[config.mk]
export PLATFORM = sky130hd
export DESIGN_NAME = lax_wendroff_advection_step_flat
export DESIGN_NICKNAME = d
export VERILOG_FILES = /design/src/design/lwa_pkg.sv /design/src/design/lwa_in_if.sv /design/src/design/lwa_out_if.sv /design/src/design/lwa_cfg_if.sv /design/src/design/lax_wendroff_advection_step.sv /design/src/design/lwa_ctrl.sv /design/src/design/lwa_dpath.sv /design/src/flat_wrapper.sv
export SDC_FILE = /design/constraint.sdc
export NUM_CORES = 2
export LEC_CHECK = 0
export BUFFER_PORTS_ARGS = -buffer_cell sky130_fd_sc_hd__buf_2
export CORE_ASPECT_RATIO = 0.5
export CORE_UTILIZATION = 55
export CTS_CLUSTER_SIZE = 16
export DETAILED_ROUTE_END_ITERATION = 8
export GPL_ROUTABILITY_DRIVEN = 0
export PLACE_DENSITY = 0.76
export SYNTH_ARGS = -nofsm -noshare
export SYNTH_HDL_FRONTEND = slang
export SYNTH_HIERARCHICAL = 1
export SYNTH_SLANG_ARGS = --single-unit
[constraint.sdc]
create_clock -name clk -period 26.5 [get_ports clk]
set_clock_uncertainty 0.05 [all_clocks]
set_input_delay 2.65 -clock clk [delete_from_list [all_inputs] [get_ports clk]]
set_output_delay 2.65 -clock clk [all_outputs]
set_load 0.01 [all_outputs]
[src/design/lwa_pkg.sv]
`default_nettype none

package lwa_pkg;

  localparam int C_W        = 17;
  localparam int A_W        = 24;
  localparam int K_W        = 25;
  localparam int CFG_IDX_W  = 2;
  localparam int CFG_DATA_W = 24;

  localparam logic [CFG_IDX_W-1:0] REG_COURANT = 2'd0;
  localparam logic [CFG_IDX_W-1:0] REG_SPEED   = 2'd1;

  localparam logic [1:0] PS_NONE = 2'd0;
  localparam logic [1:0] PS_ONE  = 2'd1;
  localparam logic [1:0] PS_MANY = 2'd2;

  localparam logic [1:0] OP_FLUX_DIFF      = 2'd0;
  localparam logic [1:0] OP_HALF_VALUE     = 2'd1;
  localparam logic [1:0] OP_HALF_FLUX_DIFF = 2'd2;
  localparam logic [1:0] OP_NEW_VALUE      = 2'd3;

  localparam logic [1:0] OUT_FIRST    = 2'd0;
  localparam logic [1:0] OUT_INTERIOR = 2'd1;
  localparam logic [1:0] OUT_LAST     = 2'd2;

  typedef struct packed {
    logic       in_load;
    logic       opnd_load;
    logic [1:0] op;
    logic       mul_step;
    logic       out_load;
    logic [1:0] out_sel;
    logic       commit;
    logic       commit_half;
  } lwa_cmd_t;

  typedef struct packed {
    logic out_free;
    logic mul_last;
    logic last;
  } lwa_status_t;

endpackage

`default_nettype wire

[src/design/lwa_in_if.sv]
`default_nettype none

interface lwa_in_if #(parameter int SAMPLE_WIDTH = 32);
  logic                           valid;
  logic                           ready;
  logic signed [SAMPLE_WIDTH-1:0] u_sample;
  logic signed [SAMPLE_WIDTH-1:0] f_sample;
  logic                           is_last;

  modport source (output valid, output u_sample, output f_sample, output is_last,
                  input ready);
  modport sink (input valid, input u_sample, input f_sample, input is_last,
                output ready);
endinterface

`default_nettype wire

[src/design/lwa_out_if.sv]
`default_nettype none

interface lwa_out_if #(parameter int SAMPLE_WIDTH = 32);
  logic                           valid;
  logic                           ready;
  logic signed [SAMPLE_WIDTH-1:0] u_new;
  logic signed [SAMPLE_WIDTH-1:0] f_new;
  logic                           is_boundary;
  logic                           last_out;

  modport source (output valid, output u_new, output f_new, output is_boundary,
                  output last_out, input ready);
  modport sink (input valid, input u_new, input f_new, input is_boundary,
                input last_out, output ready);
endinterface

`default_nettype wire

[src/design/lwa_cfg_if.sv]
`default_nettype none

interface lwa_cfg_if;
  logic                            valid;
  logic                            ready;
  logic [lwa_pkg::CFG_IDX_W-1:0]   index;
  logic [lwa_pkg::CFG_DATA_W-1:0]  data;

  modport source (output valid, output index, output data, input ready);
  modport sink (input valid, input index, input data, output ready);
endinterface

`default_nettype wire

[src/design/lax_wendroff_advection_step.sv]
`default_nettype none

// Streams one time step of the two-step Lax-Wendroff scheme for linear
// advection: each input item is one grid point (u, f), and results lag by one
// point, with the point marked last giving two results unless it is also the
// first point of its sweep. Each interior point needs four dependent products,
// the second point of a sweep two, all sharing one 33 x 25 bit multiplier;
// each product is accumulated over NCH 32-bit chunks of its operand, where
// NCH = ceil(SAMPLE_WIDTH/32), and an operand-load step between products
// does the shifting, saturation and the next difference. Results sit in
// an output register, so a new point is taken while a result waits.
// Configuration (courant_ratio index 0, advection_speed index 1) is always
// ready and must be written only between sweeps or while idle.
module lax_wendroff_advection_step #(
  parameter int SAMPLE_WIDTH = 32
) (
  input  wire logic clk,
  input  wire logic rst_n,
  lwa_in_if.sink    in_if,
  lwa_out_if.source out_if,
  lwa_cfg_if.sink   cfg_if
);
  import lwa_pkg::*;

  lwa_cmd_t    cmd;
  lwa_status_t status;
  logic        in_ready;

  assign in_if.ready  = in_ready;
  assign cfg_if.ready = 1'b1;

  lwa_ctrl u_ctrl (
    .clk      (clk),
    .rst_n    (rst_n),
    .in_valid (in_if.valid),
    .in_ready (in_ready),
    .status   (status),
    .cmd      (cmd)
  );

  lwa_dpath #(
    .SAMPLE_WIDTH (SAMPLE_WIDTH)
  ) u_dpath (
    .clk          (clk),
    .rst_n        (rst_n),
    .cmd          (cmd),
    .status       (status),
    .in_u         (in_if.u_sample),
    .in_f         (in_if.f_sample),
    .in_last      (in_if.is_last),
    .cfg_write    (cfg_if.valid),
    .cfg_index    (cfg_if.index),
    .cfg_data     (cfg_if.data),
    .out_valid    (out_if.valid),
    .out_ready    (out_if.ready),
    .out_u        (out_if.u_new),
    .out_f        (out_if.f_new),
    .out_boundary (out_if.is_boundary),
    .out_last     (out_if.last_out)
  );

endmodule

`default_nettype wire

[src/design/lwa_ctrl.sv]
`default_nettype none

module lwa_ctrl (
  input  wire logic                clk,
  input  wire logic                rst_n,
  input  wire logic                in_valid,
  output logic                     in_ready,
  input  wire lwa_pkg::lwa_status_t status,
  output lwa_pkg::lwa_cmd_t        cmd
);
  import lwa_pkg::*;

  localparam logic [3:0] S_IDLE   = 4'd0;
  localparam logic [3:0] S_OP1    = 4'd1;
  localparam logic [3:0] S_MUL1   = 4'd2;
  localparam logic [3:0] S_OP2    = 4'd3;
  localparam logic [3:0] S_MUL2   = 4'd4;
  localparam logic [3:0] S_OP3    = 4'd5;
  localparam logic [3:0] S_MUL3   = 4'd6;
  localparam logic [3:0] S_OP4    = 4'd7;
  localparam logic [3:0] S_MUL4   = 4'd8;
  localparam logic [3:0] S_EMIT1  = 4'd9;
  localparam logic [3:0] S_COMMIT = 4'd10;
  localparam logic [3:0] S_EMITL  = 4'd11;

  logic [3:0] state_r, state_nxt;
  logic [1:0] ps_r, ps_nxt;

  assign in_ready = (state_r == S_IDLE);

  always_comb begin
    state_nxt = state_r;
    ps_nxt    = ps_r;
    cmd       = '0;
    case (state_r)
      S_IDLE: begin
        if (in_valid) begin
          cmd.in_load = 1'b1;
          state_nxt   = (ps_r == PS_NONE) ? S_COMMIT : S_OP1;
        end
      end
      S_OP1: begin
        cmd.opnd_load = 1'b1;
        cmd.op        = OP_FLUX_DIFF;
        state_nxt     = S_MUL1;
      end
      S_MUL1: begin
        cmd.mul_step = 1'b1;
        if (status.mul_last) state_nxt = S_OP2;
      end
      S_OP2: begin
        cmd.opnd_load = 1'b1;
        cmd.op        = OP_HALF_VALUE;
        state_nxt     = S_MUL2;
      end
      S_MUL2: begin
        cmd.mul_step = 1'b1;
        if (status.mul_last) state_nxt = S_OP3;
      end
      S_OP3: begin
        cmd.opnd_load = 1'b1;
        cmd.op        = OP_HALF_FLUX_DIFF;
        state_nxt     = (ps_r == PS_ONE) ? S_EMIT1 : S_MUL3;
      end
      S_MUL3: begin
        cmd.mul_step = 1'b1;
        if (status.mul_last) state_nxt = S_OP4;
      end
      S_OP4: begin
        cmd.opnd_load = 1'b1;
        cmd.op        = OP_NEW_VALUE;
        state_nxt     = S_MUL4;
      end
      S_MUL4: begin
        cmd.mul_step = 1'b1;
        if (status.mul_last) state_nxt = S_EMIT1;
      end
      S_EMIT1: begin
        if (status.out_free) begin
          cmd.out_load = 1'b1;
          cmd.out_sel  = (ps_r == PS_ONE) ? OUT_FIRST : OUT_INTERIOR;
          state_nxt    = S_COMMIT;
        end
      end
      S_COMMIT: begin
        cmd.commit      = 1'b1;
        cmd.commit_half = (ps_r != PS_NONE);
        if (status.last) begin
          ps_nxt    = PS_NONE;
          state_nxt = S_EMITL;
        end else begin
          ps_nxt    = (ps_r == PS_NONE) ? PS_ONE : PS_MANY;
          state_nxt = S_IDLE;
        end
      end
      S_EMITL: begin
        if (status.out_free) begin
          cmd.out_load = 1'b1;
          cmd.out_sel  = OUT_LAST;
          state_nxt    = S_IDLE;
        end
      end
      default: begin
        state_nxt = S_IDLE;
      end
    endcase
  end

  always_ff @(posedge clk) begin
    if (!rst_n) begin
      state_r <= S_IDLE;
      ps_r    <= PS_NONE;
    end else begin
      state_r <= state_nxt;
      ps_r    <= ps_nxt;
    end
  end

endmodule

`default_nettype wire

[src/design/lwa_dpath.sv]
`default_nettype none

module lwa_dpath #(
  parameter int SAMPLE_WIDTH = 32
) (
  input  wire logic                                clk,
  input  wire logic                                rst_n,
  input  wire lwa_pkg::lwa_cmd_t                   cmd,
  output lwa_pkg::lwa_status_t                     status,
  input  wire logic signed [SAMPLE_WIDTH-1:0]      in_u,
  input  wire logic signed [SAMPLE_WIDTH-1:0]      in_f,
  input  wire logic                                in_last,
  input  wire logic                                cfg_write,
  input  wire logic [lwa_pkg::CFG_IDX_W-1:0]       cfg_index,
  input  wire logic [lwa_pkg::CFG_DATA_W-1:0]      cfg_data,
  output logic                                     out_valid,
  input  wire logic                                out_ready,
  output logic signed [SAMPLE_WIDTH-1:0]           out_u,
  output logic signed [SAMPLE_WIDTH-1:0]           out_f,
  output logic                                     out_boundary,
  output logic                                     out_last
);
  import lwa_pkg::*;

  localparam int W     = SAMPLE_WIDTH;
  localparam int CW    = 32;
  localparam int NCH   = (W + CW - 1) / CW;
  localparam int XW    = NCH * CW;
  localparam int PW    = XW + K_W;
  localparam int CNT_W = (NCH > 1) ? $clog2(NCH) : 1;

  localparam logic signed [W-1:0] SMAX = {1'b0, {(W-1){1'b1}}};
  localparam logic signed [W-1:0] SMIN = {1'b1, {(W-1){1'b0}}};

  logic [C_W-1:0]          c_r;
  logic signed [A_W-1:0]   a_r;

  logic signed [W-1:0]     u_r, f_r, pv_r, pf_r, phf_r, hf_r, un_r, avg_r, opnd_r;
  logic                    last_r;
  logic signed [K_W-1:0]   k_r;
  logic                    sh17_r;
  logic signed [PW-1:0]    acc_r;
  logic [CNT_W-1:0]        cnt_r;
  logic                    out_valid_r;

  logic signed [XW-1:0]    xe;
  logic [CW-1:0]           chunk;
  logic                    top_chunk;
  logic signed [CW:0]      chunk_ext;
  logic signed [CW+K_W:0]  pp;
  logic signed [PW-1:0]    ppx;
  logic signed [W-1:0]     prod_sat;
  logic signed [W-1:0]     avg_w;
  logic signed [W:0]       avg_sum;
  logic signed [W-1:0]     hf_w, un_w;

  function automatic logic signed [W-1:0] sat_sub(input logic signed [W-1:0] x,
                                                  input logic signed [W-1:0] y);
    logic signed [W:0] d;
    d = {x[W-1], x} - {y[W-1], y};
    if (d[W] != d[W-1]) return d[W] ? SMIN : SMAX;
    return d[W-1:0];
  endfunction

  function automatic logic signed [W-1:0] scale_sat(input logic signed [PW-1:0] v,
                                                    input logic sh17);
    logic signed [PW-1:0] s;
    logic [PW-W:0]        hi;
    s  = sh17 ? (v >>> 17) : (v >>> 16);
    hi = s[PW-1:W-1];
    if ((&hi) || !(|hi)) return s[W-1:0];
    return s[PW-1] ? SMIN : SMAX;
  endfunction

  always_comb begin
    xe        = XW'(opnd_r);
    chunk     = xe[cnt_r*CW +: CW];
    top_chunk = (cnt_r == CNT_W'(NCH - 1));
    chunk_ext = {top_chunk & chunk[CW-1], chunk};
    pp        = chunk_ext * k_r;
    ppx       = PW'(pp) <<< (CW * cnt_r);
    prod_sat  = scale_sat(acc_r, sh17_r);
    avg_sum   = {pv_r[W-1], pv_r} + {u_r[W-1], u_r};
    avg_w     = avg_sum[W:1];
    hf_w      = prod_sat;
    un_w      = sat_sub(pv_r, prod_sat);
  end

  assign status.out_free = !out_valid_r || out_ready;
  assign status.mul_last = top_chunk;
  assign status.last     = last_r;
  assign out_valid       = out_valid_r;

  always_ff @(posedge clk) begin
    if (!rst_n) begin
      c_r <= C_W'(32768);
      a_r <= A_W'(65536);
    end else if (cfg_write) begin
      case (cfg_index)
        REG_COURANT: c_r <= cfg_data[C_W-1:0];
        REG_SPEED:   a_r <= cfg_data[A_W-1:0];
        default: ;
      endcase
    end
  end

  always_ff @(posedge clk) begin
    if (cmd.in_load) begin
      u_r    <= in_u;
      f_r    <= in_f;
      last_r <= in_last;
    end
    if (cmd.opnd_load) begin
      acc_r <= '0;
      cnt_r <= '0;
      case (cmd.op)
        OP_FLUX_DIFF: begin
          opnd_r <= sat_sub(f_r, pf_r);
          avg_r  <= avg_w;
          k_r    <= K_W'({1'b0, c_r});
          sh17_r <= 1'b1;
        end
        OP_HALF_VALUE: begin
          opnd_r <= sat_sub(avg_r, prod_sat);
          k_r    <= K_W'(a_r);
          sh17_r <= 1'b0;
        end
        OP_HALF_FLUX_DIFF: begin
          hf_r   <= hf_w;
          opnd_r <= sat_sub(hf_w, phf_r);
          k_r    <= K_W'({1'b0, c_r});
          sh17_r <= 1'b0;
        end
        OP_NEW_VALUE: begin
          un_r   <= un_w;
          opnd_r <= un_w;
          k_r    <= K_W'(a_r);
          sh17_r <= 1'b0;
        end
        default: ;
      endcase
    end else if (cmd.mul_step) begin
      acc_r <= acc_r + ppx;
      cnt_r <= cnt_r + CNT_W'(1);
    end
    if (cmd.commit) begin
      pv_r <= u_r;
      pf_r <= f_r;
      if (cmd.commit_half) phf_r <= hf_r;
    end
    if (cmd.out_load) begin
      case (cmd.out_sel)
        OUT_FIRST: begin
          out_u        <= pv_r;
          out_f        <= pf_r;
          out_boundary <= 1'b1;
          out_last     <= 1'b0;
        end
        OUT_INTERIOR: begin
          out_u        <= un_r;
          out_f        <= prod_sat;
          out_boundary <= 1'b0;
          out_last     <= 1'b0;
        end
        default: begin
          out_u        <= u_r;
          out_f        <= f_r;
          out_boundary <= 1'b1;
          out_last     <= 1'b1;
        end
      endcase
    end
  end

  always_ff @(posedge clk) begin
    if (!rst_n) begin
      out_valid_r <= 1'b0;
    end else if (cmd.out_load) begin
      out_valid_r <= 1'b1;
    end else if (out_ready) begin
      out_valid_r <= 1'b0;
    end
  end

endmodule

`default_nettype wire

[src/flat_wrapper.sv]
// flat-port wrapper written by rule: the top's interface ports become plain ports
module lax_wendroff_advection_step_flat import lwa_pkg::*;
#(
  parameter int SAMPLE_WIDTH = 32
)
  (clk, rst_n, in_if_valid, in_if_u_sample, in_if_f_sample, in_if_is_last, in_if_ready, out_if_valid, out_if_u_new, out_if_f_new, out_if_is_boundary, out_if_last_out, out_if_ready, cfg_if_valid, cfg_if_index, cfg_if_data, cfg_if_ready);
  lwa_in_if #(.SAMPLE_WIDTH(SAMPLE_WIDTH)) in_if_i ();
  lwa_out_if #(.SAMPLE_WIDTH(SAMPLE_WIDTH)) out_if_i ();
  lwa_cfg_if cfg_if_i ();
  input  wire logic clk;
  input  wire logic rst_n;
  input wire logic [$bits(in_if_i.valid)-1:0] in_if_valid;
  input wire logic [$bits(in_if_i.u_sample)-1:0] in_if_u_sample;
  input wire logic [$bits(in_if_i.f_sample)-1:0] in_if_f_sample;
  input wire logic [$bits(in_if_i.is_last)-1:0] in_if_is_last;
  output wire logic [$bits(in_if_i.ready)-1:0] in_if_ready;
  output wire logic [$bits(out_if_i.valid)-1:0] out_if_valid;
  output wire logic [$bits(out_if_i.u_new)-1:0] out_if_u_new;
  output wire logic [$bits(out_if_i.f_new)-1:0] out_if_f_new;
  output wire logic [$bits(out_if_i.is_boundary)-1:0] out_if_is_boundary;
  output wire logic [$bits(out_if_i.last_out)-1:0] out_if_last_out;
  input wire logic [$bits(out_if_i.ready)-1:0] out_if_ready;
  input wire logic [$bits(cfg_if_i.valid)-1:0] cfg_if_valid;
  input wire logic [$bits(cfg_if_i.index)-1:0] cfg_if_index;
  input wire logic [$bits(cfg_if_i.data)-1:0] cfg_if_data;
  output wire logic [$bits(cfg_if_i.ready)-1:0] cfg_if_ready;
  assign in_if_i.valid = in_if_valid;
  assign in_if_i.u_sample = in_if_u_sample;
  assign in_if_i.f_sample = in_if_f_sample;
  assign in_if_i.is_last = in_if_is_last;
  assign in_if_ready = in_if_i.ready;
  assign out_if_valid = out_if_i.valid;
  assign out_if_u_new = out_if_i.u_new;
  assign out_if_f_new = out_if_i.f_new;
  assign out_if_is_boundary = out_if_i.is_boundary;
  assign out_if_last_out = out_if_i.last_out;
  assign out_if_i.ready = out_if_ready;
  assign cfg_if_i.valid = cfg_if_valid;
  assign cfg_if_i.index = cfg_if_index;
  assign cfg_if_i.data = cfg_if_data;
  assign cfg_if_ready = cfg_if_i.ready;
  lax_wendroff_advection_step #(.SAMPLE_WIDTH(SAMPLE_WIDTH)) u_core (.clk(clk), .rst_n(rst_n), .in_if(in_if_i), .out_if(out_if_i), .cfg_if(cfg_if_i));
endmodule
==> run metrics <==
status finished, final reports clean; Layout area overhead 6.55%; DR iter-0 viols 4621; critical path class flip-flop to flip-flop; R2R setup slack 14.97 ns; complex-gate fraction of the synthesized area 12.0%; DP HPWL 123 mm; critical path startpoint category flip-flop; clk buf depth 3; Final Setup Violations 0; register area share after synthesis 22.9%; clk_lat worst skew 0.61 ns; H-tree levels 2; post-route ant nets 0; Synth Cell Area 59100 um2; CTS Root Cell clkbuf_16; antenna violations before repair 0; gr ovfl total 0; first-pass GRT wire length 254 mm; crit path launch u_core/u_dpath/cnt_r$_SDFFE_PP0P_; Worst Hold Depth 0; adder-cell area share of the yosys netlist 36.1%; Yosys reg bits 486; fill cell count 8653; CTS clk-pin slew, worst paths 0.06 ns; r2r startpoint u_core/u_dpath/cnt_r$_SDFFE_PP0P_; Inserted Diodes 0; Top cell by count, worst path fa_1; routed via count 45900; Yosys top cell by area fa_1; core area 106000 um2; # port buffers 163; share of layout cells above drive strength 1 6.80%; Reg2Reg Depth 36; synthesized area per cell 9.46 um2; Slowest cell on crit path nor2b_2; Mapped Cells 6249; drc violations 0; post_cts resized 0; WP data arrival 12.00 ns; GRT Resource Usage Total 29.5%; Yosys warnings 6; Hold Path Class flip-flop to flip-flop; RSZ-0062 raised after global routing no; post-synth cell types 108; Slew Limit Fails 0; vias in the first global route 47100; mux cell area share after synthesis 2.75%; row count 84; Min-Delay Endpoint u_core/u_dpath/phf_r[27]$_DFFE_PP_; Post-Route WL 159 mm; post-synthesis xor/xnor area fraction 3.50%; Tmin final 11.53 ns; prevailing post-synth register cell edfxtp_1; Final #Nets 7569; largest net degree at the start of global routing 109; Worst Path Required 26.97 ns; vias per inst 5.94; die area 109000 um2; cts bufs inserted 50; async set-reset flop share out of synthesis 0%; largest family of logic cells by synthesized area adder cells; DIE WIDTH 466 um; worst-path maximum fanout 25; hold_sp u_core/u_dpath/hf_r[27]$_DFFE_PP_; Max-slew headroom 1.57%; Die Ht 234 um; fin crit share 43.5%; cts hold-fix bufs 0; Final Hold Viols 0; Post-synth EDFFs 380; Slew @ Worst Pin 1.47 ns; drt pass-1 iters 7; CTS tree done; fmax 86.7 MHz; Max Cap Violations 0; CP peak stage delay 1.19 ns; Post-CTS Repair Setup Buffers 0; Wirelength per Cell 20.5 um; final setup TNS 0 ns; synth top area cells fa_1 28%, edfxtp_1 19%, ha_1 7.8%; post-synth top area share 28.2%; CP Capture Type flip-flop; clk sinks 486; R2R Path End u_core/u_dpath/acc_r[54]$_SDFFE_PP0P_; initial core utilization 55.9%; post-synthesis net count 7548; post-synthesis simple-gate area fraction 14.5%; IO Pins 165
## cells by family (layout without fill, tap and decap cells)
logic type               count (synthesis)  count (layout)
buffers and inverters                 1288            1350
AO/OA/AOI/OAI                         1095            1095
other                                    1               1
multiplexers                           160             160
AND/OR/NAND/NOR                       1775            1775
adder cells (fa/ha/maj)               1208            1208
XOR/XNOR                               236             236
flip-flops                             486             486
## worst max-delay path by stage
stage | endpoint | cells after the start
6_report | u_core/u_dpath/acc_r[54]$_SDFFE_PP0P_ | 36
3_5_place_dp | u_core/u_dpath/acc_r[54]$_SDFFE_PP0P_ | 36
2_1_floorplan | u_core/u_dpath/acc_r[54]$_SDFFE_PP0P_ | 39
4_1_cts | u_core/u_dpath/acc_r[54]$_SDFFE_PP0P_ | 36
5_1_grt | u_core/u_dpath/acc_r[54]$_SDFFE_PP0P_ | 36
3_3_place_gp | u_core/u_dpath/acc_r[54]$_SDFFE_PP0P_ | 36
## state kept, by name, indices dropped and copies added (netlist names), 2 cells and up
register	flops
u_core/u_dpath/a_r	24
u_core/u_dpath/out_f	32
u_core/u_dpath/c_r	17
u_core/u_dpath/u_r	32
u_core/u_dpath/f_r	32
u_core/u_dpath/pf_r	32
u_core/u_dpath/k_r	24
u_core/u_ctrl/state_r	4
u_core/u_dpath/opnd_r	32
u_core/u_dpath/out_u	32
u_core/u_dpath/acc_r	57
u_core/u_dpath/hf_r	32
u_core/u_ctrl/ps_r	2
u_core/u_dpath/un_r	32
u_core/u_dpath/pv_r	32
u_core/u_dpath/phf_r	32
u_core/u_dpath/avg_r	32
## per-layer routing
layer	vias to the layer above	part of all wire (%)	global-route usage, %
met3	381	10	5.26
li1	20400	-	-
met2	2308	46	47.6
met5	-	0	0
met4	0	3.8	10.6
met1	22800	40	40.2
## cells in the mapped netlist (all sizes together) (18+ instances only)
library cell  instances
xnor2               154
a221oi               31
a211oi               33
o211ai               30
nand3                67
edfxtp              380
mux2i               142
o21a                 36
dfxtp               106
a21oi               288
o21ai               270
ha                  370
a21o                132
o21bai               31
a31oi                28
xor2                 82
inv                1010
nand2b               62
nor2                221
mux2                 18
fa                  833
a21boi               47
a22oi                28
nor3                 32
nand2               790
nor2b                95
buf                  34
and2                380
and3                 32
clkbuf              243
nand4                27
## cells in the final DEF (no fill, tap or decap), drive strengths merged, types with 13 or more instances in the layout
cell type,instances
o21a,36
a221oi,31
nor3,32
a211oi,33
and2,380
a31oi,28
nor2,221
nand2,790
and3,32
nor4,13
a21oi,288
xor2,82
o211ai,30
nor2b,95
fa,833
clkbuf,64
mux2,18
clkinv,17
nand2b,62
dfxtp,106
mux2i,142
a21boi,47
nand3,67
xnor2,154
ha,370
a22oi,28
o31ai,16
o21bai,31
nand4,27
inv,1012
a21o,132
o21ai,270
edfxtp,380
buf,247
## per-stage QoR
stage	cell area, um2	utilization (%)	setup slack (ns)	std cells	hold slack [ns]
5_1_grt	63000	59.5	14.63	7730	0.372
6_report	63000	59.5	14.97	7730	0.368
3_3_place_gp	61400	58.0	15.59	7637	0.351
3_5_place_dp	61400	58.0	15.19	7637	0.355
2_1_floorplan	59100	-	16.90	6249	0.350
4_1_cts	63000	59.5	15.14	7730	0.367
## worst max-delay path: cells and delay by family (launching register included)
family / cells / cell delay, ns
adder cells (fa/ha/maj): 9 / 4.18
AO/OA/AOI/OAI: 14 / 3.26
AND/OR/NAND/NOR: 8 / 2.93
flip-flops: 1 / 0.52
XOR/XNOR: 1 / 0.27
buffers and inverters: 4 / 0.24
## area by class of cell
| type | count | area (um2) | share of cell area [%] |
|---|---|---|---|
| multi-input cells | 4475 | 40800 | 64.8 |
| well taps | 1419 | 1780 | 2.82 |
| clock buffers | 64 | 1380 | 2.19 |
| repair buffers | 247 | 1450 | 2.30 |
| inverters | 1010 | 3790 | 6.02 |
| flip-flops and latches | 486 | 13500 | 21.5 |
| clock inverters | 29 | 273 | 0.433 |
Power is not shown: default switching activity piles up to over one toggle a cycle in this logic, so the estimate is an artifact.
